**config.mk**
```make
export PLATFORM = sky130hd
export DESIGN_NAME = qau_addsub
export DESIGN_NICKNAME = d
export VERILOG_FILES = /design/src/sv/qau_pkg.sv /design/src/sv/qau_addsub.sv
export SDC_FILE = /design/constraint.sdc
export NUM_CORES = 1
export LEC_CHECK = 0
export BUFFER_PORTS_ARGS = -buffer_cell sky130_fd_sc_hd__buf_2
export CORE_ASPECT_RATIO = 1.4
export CORE_MARGIN = 3
export CORE_UTILIZATION = 45
export DETAILED_ROUTE_END_ITERATION = 8
export PLACE_DENSITY = 0.71
export SETUP_SLACK_MARGIN = 0.1
export SYNTH_ARGS = -nofsm -noshare
export SYNTH_HDL_FRONTEND = slang
export SYNTH_SLANG_ARGS = --single-unit
```
**constraint.sdc**
```tcl
create_clock -name clk_i -period 14.51 [get_ports clk_i]
set_input_delay 2.902 -clock clk_i [delete_from_list [all_inputs] [get_ports clk_i]]
set_output_delay 2.902 -clock clk_i [all_outputs]
set_load 0.005 [all_outputs]
```
**src/sv/qau_pkg.sv**
```systemverilog
package qau_pkg;

  localparam int FRACTION_BITS = 16;
  localparam int COMP_W        = 32;
  localparam int QUO_BITS      = COMP_W + FRACTION_BITS;
  localparam int ACC_W         = 2 * COMP_W + 2;
  localparam int MUL_LAT       = 3;
  localparam int ADD_LAT       = 1;
  localparam int DIV_LAT       = QUO_BITS + 2;
  localparam int TOTAL_LAT     = DIV_LAT + 2;

  typedef enum logic [2:0] {
    OP_MUL    = 3'd0,
    OP_MULVEC = 3'd1,
    OP_ADD    = 3'd2,
    OP_SUB    = 3'd3,
    OP_DIV    = 3'd4
  } op_e;

  typedef logic signed [COMP_W-1:0] comp_t;

  typedef struct packed {
    logic [2:0] command;
    comp_t      left_w;
    comp_t      left_x;
    comp_t      left_y;
    comp_t      left_z;
    comp_t      right_w;
    comp_t      right_x;
    comp_t      right_y;
    comp_t      right_z;
  } in_t;

  typedef struct packed {
    comp_t result_w;
    comp_t result_x;
    comp_t result_y;
    comp_t result_z;
    logic  overflowed;
    logic  divided_by_zero;
  } res_t;

  localparam comp_t COMP_MAX = comp_t'({1'b0, {(COMP_W-1){1'b1}}});
  localparam comp_t COMP_MIN = comp_t'({1'b1, {(COMP_W-1){1'b0}}});

endpackage

```
**src/sv/qau_addsub.sv**
```systemverilog
module qau_addsub (
  input  logic          clk_i,
  input  qau_pkg::in_t  item_i,
  output qau_pkg::res_t res_o
);

  localparam int CW = qau_pkg::COMP_W;

  logic signed [CW-1:0] lv [4];
  logic signed [CW-1:0] rv [4];
  logic signed [CW:0]   sum [4];
  logic signed [CW-1:0] sat [4];
  logic [3:0]           ovf;

  always_comb begin
    lv[0] = item_i.left_w;  lv[1] = item_i.left_x;
    lv[2] = item_i.left_y;  lv[3] = item_i.left_z;
    rv[0] = item_i.right_w; rv[1] = item_i.right_x;
    rv[2] = item_i.right_y; rv[3] = item_i.right_z;
    for (int c = 0; c < 4; c++) begin
      if (item_i.command == qau_pkg::OP_SUB) begin
        sum[c] = (CW+1)'(lv[c]) - (CW+1)'(rv[c]);
      end else begin
        sum[c] = (CW+1)'(lv[c]) + (CW+1)'(rv[c]);
      end
      // The two top bits differ only when the exact result left the range.
      ovf[c] = sum[c][CW] ^ sum[c][CW-1];
      if (ovf[c]) begin
        sat[c] = sum[c][CW] ? qau_pkg::COMP_MIN : qau_pkg::COMP_MAX;
      end else begin
        sat[c] = sum[c][CW-1:0];
      end
    end
  end

  always_ff @(posedge clk_i) begin
    res_o.result_w        <= sat[0];
    res_o.result_x        <= sat[1];
    res_o.result_y        <= sat[2];
    res_o.result_z        <= sat[3];
    res_o.overflowed      <= |ovf;
    res_o.divided_by_zero <= 1'b0;
  end

endmodule

```
==> results of run 1 <==
[Yosys cell counts (all sizes together) (5+ instances only)]
library cell  number  area share, %
a211o              6           0.40
a211oi            21            1.2
a21o              64            3.7
a21oi            237            9.1
a31oi             23            1.2
and2              14           0.67
and3              15           0.72
and4               6           0.40
buf               17           0.68
clkbuf            39            1.1
dfxtp            129             20
ha               132             13
inv               62            1.8
maj3              14            1.1
nand2            107            3.1
nand2b            23            1.1
nand3             29            1.2
nand4             21            1.0
nor2             104            3.0
nor2b              8           0.38
nor3              31            1.2
nor4              12           0.86
o211ai            18            1.0
o21a              11           0.63
o21ai            140            5.4
o21bai            19            1.1
o31a               5           0.34
o31ai             25            1.4
o41ai             10           0.67
or2               10           0.48
or3               17           0.82
or4               15           0.92
xnor2            127            8.7
xor2             109            7.4
[cell usage in the layout (no fill, tap or decap), types with 15 or more instances in the layout]
cell / n
o211ai_1: 18
a21o_1: 64
or3_1: 17
a211oi_1: 21
a21oi_1: 235
a31oi_1: 22
nand3_1: 28
o21ai_0: 138
ha_1: 132
dfxtp_1: 129
inv_1: 62
o21bai_1: 19
nor2_1: 101
o31ai_1: 25
nand2_1: 107
xnor2_1: 125
clkbuf_16: 17
nor3_1: 30
nand4_1: 21
and3_1: 15
xor2_1: 108
nand2b_1: 23
buf_2: 388
[how the worst max path moves through the flow]
stage | from | slack, ps | depth (start not counted) | end
after global routing | item_i[8] | 5640 | 19 | res_o[13]
after CTS | item_i[8] | 6220 | 19 | res_o[26]
after global placement | item_i[8] | 5870 | 19 | res_o[26]
final | item_i[41] | 6190 | 18 | res_o[1]
after floorplan | item_i[8] | 7060 | 19 | res_o[11]
after detailed placement | item_i[8] | 5760 | 19 | res_o[26]
[worst max-delay path: cells and delay by family]
kind | cells | cell delay (ps)
compound gates | 2 | 580
simple gates | 12 | 4090
buf+inv | 1 | 110
fa+ha+maj | 1 | 380
xor+xnor | 2 | 610
[through the flow]
stage / power, W / instance area, sq um / setup WS [ps] / util [%] / cells
after floorplan: 0.00111 / 13000 / 7060 / - / 1679
after global placement: 0.00148 / 15300 / 5870 / 53.5 / 2392
after detailed placement: 0.00149 / 15300 / 5760 / 53.5 / 2392
after CTS: 0.00195 / 15800 / 6220 / 55.6 / 2422
after global routing: 0.00207 / 15900 / 5640 / 55.6 / 2425
final: 0.00194 / 15900 / 6190 / 55.6 / 2426
[report_power, final]
| group | internal (W) | leakage, nW | total (W) | switching [W] |
|---|---|---|---|---|
| clock | 0.000276 | 0.284 | 0.000451 | 0.000174 |
| sequential | 0.000514 | 1.09 | 0.000565 | 0.0000512 |
| combinational | 0.000400 | 6.01 | 0.000927 | 0.000527 |
[layer usage]
metal,routed length [um],global-route usage (%),vias up,share of wire [%]
met3,2990,6.07,120,6.5
met5,49,0,-,0.11
met1,16800,29.6,6411,37
met4,2290,14.1,10,5.0
li1,-,-,6865,-
met2,23700,52.3,511,52
[area by class of cell]
type,count,area [sq um]
flip-flops and latches,129,2580
repair buffers,394,1990
diodes,4,10.0
fillers,2798,12600
inverters,63,236
clock inverters,10,136
multi-input cells,1431,9980
clock buffers,20,457
well taps,375,469
[logic make-up (layout without fill, tap and decap cells)]
logic type | Yosys count | count (layout) | share of synthesized area, %
mux | 4 | 4 | 0.307
xor+xnor | 238 | 238 | 16.5
compound gates | 615 | 615 | 28.8
simple gates | 423 | 423 | 16.6
flops | 129 | 129 | 19.8
buf+inv | 119 | 487 | 3.63
fa+ha+maj | 150 | 150 | 14.4
other cells | 1 | 5 | 0.0288
==> flow_summary.toml, run 1 <==
[global_routing]
grt_usage_pct = 28.3
grt_pass1_vias = 14000
grt_pass1_wl_mm = 70.5
antenna_found_initial = 8
grt_max_degree = 80
gr-total-overflow = 0

[clock_network]
cts_tree = "done"
cts_buffers = 17
ctsResizeCount = 0
cts_hold_buf = 0
clock_sinks = 129
cts_buffer_depth = 2
cts-root-buf = "clkbuf_16"
postCtsSetupRepairBufs = 0
clk_pin_slew_ps = 70
ctsHtreeMaxLevel = 4

[timing]
fin_crit_ps = 8320
drv_slew = 0
relSlewSlack_pct = 12.7
worstMarginPinSlew_ps = 1290
setup_violations = 0
holdWs_ps = 2810
grt_setup_unrepaired = "no"
setup-tns-final_ps = 0
hold_viol = 0
finalCritPeriodShare_pct = 57.3
max_freq_mhz = 120

[worst_setup_path]
cp.arrival_ps = 8700
critPathRequiredTime_ps = 14900
timing_worst_setup_path_type = "primary input to register"
start_kind = "primary input"
path_cells = "buf_2 > nor4_1 > and3_1 > nand4_1 > or2_2 > nor4_1 > nor2_1 > xnor2_1 > ha_1 > nand4_1 > nor3_1 > nand4_1 > a2111oi_0 > o41ai_1 > xnor2_2 > nand3_1 > nand2b_1 > or4b_1"
crit_slowest_cell = "nand3_1"
end_kind = "register"
cp_common_cell = "nand4_1"
cp_max_fo = 25
slowest_delay_ps = 890

[die]
die_w_um = 150
io_pins = 390
rows = 73
core_area_sq_mm = 0.0285
die_area_sq_mm = 0.0310
die_y_um = 207
start_util_pct = 45.7

[synthesis]
yosysWarnings = 0
netlist_area_sq_mm = 0.0130
synthDistinctLibCells = 83
synth_edf_count = 0
synthArstFlopShare_pct = 0
netlist_instances = 1679
synth_fp_nets = 2075
yosys_register_bits = 129
synth_ff_type = "dfxtp_1"
synth_seq_area_share_pct = 19.8
syn_area_per_cell_sq_um = 7.76

[pwr]
power_density_mw_per_mm2 = 123
p_leak_nw = 7.38
irDropWorstVdd_v = 0.0000717

[layout]
drive_above_1_share_pct = 22.1
largest_register_ffs = 129
finalNetCount = 2432
top_regs = "res_o (129)"
synthToLayoutAreaGrowth_pct = 21.8
regMostFlops = "res_o"

[route]
wl_per_cell_um = 18.9
vias_per_cell = 5.74
drt_wl_total_mm = 45.8
antenna_left = 0
drcViolationCount = 0
first_pass_iters = 6
vias = 13900
drt_iter0_drc = 620

[placement]
numPortBuffers = 388
detailed_place_hpwl_mm = 37.2
place.gp.congestion = 1.02

[run]
maxCapViolCount = 0

[worst_hold_path]
min_to = "res_o[98]"
hold_class = "primary input to register"
hp-start = "item_i[224]"
holdPathStages = 4

[status]
outcome = "finished, final reports clean"
Note: power is estimated with default switching activity, not from simulation.
==> run 2, diff against run 1 <==
clock period = 7.8 ns   (was 14.51 ns; I/O delays follow)
==> flow_summary.toml, run 2 (same netlist as run 1, synthesis figures left out) <==
[worst_hold_path]
hp-start = "item_i[224]"
min_to = "res_o[98]"
hold_class = "primary input to register"
holdPathStages = 4

[layout]
layout.cells.most_common_list = "buf_2 (388), a21oi_1 (235), o21ai_0 (138), ha_1 (132), dfxtp_1 (129)"
top_regs = "res_o (129)"
stdcell_count = 2436
seqCellArea_sq_mm = 0.00258
drive_above_1_share_pct = 22.5
final_common_cell = "buf_2"
synthToLayoutAreaGrowth_pct = 22.7
nFillCells = 2718
multi_input_comb_area_sq_mm = 0.00998
finalNetCount = 2442
largest_register_ffs = 129
regMostFlops = "res_o"

[pwr]
power_density_mw_per_mm2 = 231
irDropWorstVdd_v = 0.000179
p_leak_nw = 7.46

[route]
drt_iter0_drc = 671
antenna_left = 0
vias = 14000
drcViolationCount = 0
wl_per_cell_um = 18.7
drt_wl_total_mm = 45.5
first_pass_iters = 4
vias_per_cell = 5.75

[worst_setup_path]
path_cells = "buf_2 > or4_1 > nor3_1 > nand2_1 > or2_2 > nand2b_1 > o41ai_1 > o21ai_0 > xnor2_1 > ha_1 > nand2_1 > nor2_1 > o2111ai_1 > and3_1 > a211o_1 > a21oi_1 > xnor2_4 > nor2_2 > buf_4 > o21ai_0"
critPathRequiredTime_ps = 8100
cp_top_family = "simple AND/OR/NAND/NOR gates"
crit_slowest_cell = "o41ai_1"
slowest_delay_ps = 570
timing_worst_setup_path_type = "primary input to register"
end_kind = "register"
cp.depth = 20
start_kind = "primary input"
cp.arrival_ps = 6820
critPathBufInv = 2
cp_max_fo = 22

[placement]
place.gp.congestion = 0.956
detailed_place_hpwl_mm = 37.8
numPortBuffers = 388
dp_cells = 2402

[die]
start_util_pct = 45.7
die_y_um = 207
die_area_sq_mm = 0.0310
die_w_um = 150
rows = 73
core_area_sq_mm = 0.0285
io_pins = 390

[clock_network]
clock_sinks = 129
cts_buffer_depth = 2
clk_pin_slew_ps = 60
postCtsSetupRepairBufs = 0
ctsHtreeMaxLevel = 4
cts_hold_buf = 0
cts_buffers = 17
ctsResizeCount = 0
cts-root-buf = "clkbuf_16"
cts_tree = "done"

[timing]
max_freq_mhz = 153
relSlewSlack_pct = 37.8
worstMarginPinSlew_ps = 931
setup-tns-final_ps = 0
grt_setup_unrepaired = "no"
finalCritPeriodShare_pct = 83.6
fin_crit_ps = 6520
hold_viol = 0
drv_slew = 0
setup_violations = 0
holdWs_ps = 1470

[status]
outcome = "finished, final reports clean"

[global_routing]
grt_pass1_vias = 13800
grt_max_degree = 33
grt_pass1_wl_mm = 69.6
gr-total-overflow = 0
grt_usage_pct = 28.0
antenna_found_initial = 6

[run]
maxCapViolCount = 0
==> run 2: changes by cell type in the layout (fill, tap and decap cells not counted) <==
cell,change
clkinvlp_4,-2
buf_4,+10
bufinv_16,+2
diode_2,-2
clkbuf_1,+2
==> run 2: layout make-up <==
| type | instances | area share (%) |
|---|---|---|
| Sequential cell | 129 | 16.2 |
| Antenna cell | 2 | 0.0313 |
| Inverter | 63 | 1.48 |
| Timing Repair Buffer | 404 | 12.9 |
| Clock inverter | 10 | 1.14 |
| Clock buffer | 22 | 2.90 |
| Tap cell | 375 | 2.94 |
| Multi-Input combinational cell | 1431 | 62.4 |
==> run 2: worst max-delay path by stage <==
stage | endpoint | start
6_report | res_o[22] | item_i[6]
5_1_grt | res_o[1] | item_i[36]
4_1_cts | res_o[1] | item_i[36]
3_5_place_dp | res_o[22] | item_i[6]
3_3_place_gp | res_o[26] | item_i[6]
2_1_floorplan | res_o[11] | item_i[8]
==> run 2: report_power, final <==
group	total [W]	internal [W]	switching, W
sequential	0.00106	0.000955	0.000101
clock	0.000907	0.000583	0.000324
combinational	0.00173	0.000750	0.000978
==> run 2: per-layer routing <==
metal / part of all wire [%] / global-route usage [%] / wire length [um]
met5: 0.092 / 0 / 42
met4: 5.6 / 15.7 / 2570
met3: 6.0 / 5.00 / 2710
met2: 50 / 50.8 / 22900
met1: 38 / 30.2 / 17200
==> run 2: stage by stage <==
stage | cell area, sq um | utilization [%] | power [W] | setup WS [ps]
global placement | 15300 | 53.8 | 0.00277 | 1050
finish | 16000 | 56.1 | 0.00369 | 1280
detailed placement | 15300 | 53.8 | 0.00278 | 898
floorplan | 13000 | - | 0.00206 | 1690
CTS | 16000 | 56.1 | 0.00370 | 1340
global route | 16000 | 56.1 | 0.00392 | 798
==> run 3, diff against run 2 <==
PLACE_DENSITY = 0.74   (was 0.71)
clock period = 5.6 ns   (was 7.8 ns; I/O delays follow)
==> flow_summary.toml, run 3 (same netlist as run 1, synthesis figures left out) <==
[global_routing]
grt_pass1_vias = 14600
grt_pass1_wl_mm = 73.6
grt_usage_pct = 29.5
gr-total-overflow = 0
antenna_found_initial = 7
grt_max_degree = 33

[timing]
finalCritPeriodShare_pct = 95.0
grt_setup_unrepaired = "no"
relSlewSlack_pct = 52.4
fin_crit_ps = 5320
drv_slew = 0
hold_viol = 0
final.setup.worst_slack_ps = 278
worstMarginPinSlew_ps = 695
max_freq_mhz = 188
setup_violations = 0

[placement]
numPortBuffers = 388
detailed_place_hpwl_mm = 39.3
place_ws_ps = -928
place.gp.congestion = 0.992

[route]
drt_wl_total_mm = 47.2
first_pass_iters = 8
vias = 14500
wl_per_cell_um = 18.6
drt_iter0_drc = 697
antenna_left = 0
vias_per_cell = 5.69
drcViolationCount = 0

[pwr]
irDropWorstVdd_v = 0.000232
finalPower_w = 0.00519
power_density_mw_per_mm2 = 308
p_leak_nw = 7.97

[die]
die_y_um = 207
die_area_sq_mm = 0.0310
rows = 73
die_w_um = 150
io_pins = 390
core_area_sq_mm = 0.0285
start_util_pct = 45.7

[worst_hold_path]
hold_class = "primary input to register"
hp-start = "item_i[160]"

[worst_setup_path]
crit_path_end = "res_o[1]"
path_cells = "buf_2 > or4_1 > nor4_2 > nand4_1 > or2_2 > o21ai_0 > xor2_1 > ha_1 > nand4_1 > nor3_1 > nand4_1 > buf_4 > o21ai_0 > o41ai_1 > xnor2_2 > a21oi_2 > nand2b_1 > or4b_1"
end_kind = "register"
slowest_delay_ps = 610
start_kind = "primary input"
cp_max_fo = 5
cp_common_cell = "nand4_1"
timing_worst_setup_path_type = "primary input to register"
critPathRequiredTime_ps = 5910
cp.arrival_ps = 5640
crit_slowest_cell = "o41ai_1"
startpoint = "item_i[51]"

[layout]
final_common_cell = "buf_2"
layout.cells.most_common_list = "buf_2 (388), a21oi_1 (235), o21ai_0 (137), ha_1 (132), dfxtp_1 (129)"
regMostFlops = "res_o"
drive_above_1_share_pct = 26.6
nFillCells = 2697
synthToLayoutAreaGrowth_pct = 29.6
finalNetCount = 2543
top_regs = "res_o (129)"
largest_register_ffs = 129

[clock_network]
cts-root-buf = "clkbuf_16"
clock_sinks = 129
cts_tree = "done"
cts_hold_buf = 0
cts_buffer_depth = 2
clk_pin_slew_ps = 60
ctsHtreeMaxLevel = 4
cts_buffers = 17

[status]
outcome = "finished, final reports clean"

[run]
maxCapViolCount = 0
run 3: cell types whose count changed in the layout (fill, tap and decap cells not counted), moves of 2 or more:
cell	delta
buf_4	+94
buf_12	+6
diode_2	+5
bufinv_16	-2
clkbuf_1	-2
clkinv_4	+2
clkinvlp_4	+2
nor2_1	-2
run 3: layout make-up:
type	count	area, sq um	share of cell area [%]
Sequential cell	129	2580	15.3
Clock buffer	20	457	2.71
Clock inverter	12	158	0.934
Antenna cell	7	17.5	0.104
Timing Repair Buffer	505	2900	17.2
Tap cell	375	469	2.78
Inverter	63	236	1.40
Multi-Input combinational cell	1431	10100	59.6
run 3: how the worst min path moves through the flow:
stage               cells after the start  slack (ps)         to
floorplan                               2        1320   res_o[2]
global placement                        4        1470  res_o[34]
detailed placement                      4        1490  res_o[34]
CTS                                     4        1020  res_o[34]
global route                            4        1040  res_o[66]
finish                                  4        1030  res_o[34]
run 3: where the power goes:
group	internal [W]	switching, W
clock network	0.000724	0.000453
registers	0.00133	0.000126
logic	0.00116	0.00140
total	0.00321	0.00198
run 3: metal layers:
layer | part of all wire [%] | global-route usage (%) | vias to the layer above
li1 | - | - | 7092
met1 | 37 | 31.5 | 6617
met2 | 50 | 53.2 | 576
met3 | 6.5 | 5.83 | 174
met4 | 6.4 | 17.4 | 6
met5 | 0.074 | 0 | -
run 3: repair_timing:
item                                    4_1_cts  5_1_grt
pin swaps                                     1        6
endpoints found under the setup margin       33       53
resized for setup                             3       11
setup buffers                                 1        3
run 3: stage by stage:
step	cells	cell area (sq um)	util, %	TNS [ps]	hold WS (ps)
5_1_grt	2539	16900	59.2	0	1040
3_3_place_gp	2499	16100	56.6	-19950	1470
2_1_floorplan	1679	13000	-	0	1320
6_report	2542	16900	59.2	0	1030
3_5_place_dp	2499	16100	56.6	-24650	1490
4_1_cts	2532	16800	58.9	0	1020
run 3: worst max-delay path, delay by kind of cell:
kind	cells	cell delay, ps
XOR/XNOR	2	420
AND/OR/NAND/NOR	9	2550
buffers and inverters	2	270
AO/OA/AOI/OAI	4	960
adder cells (fa/ha/maj)	1	310
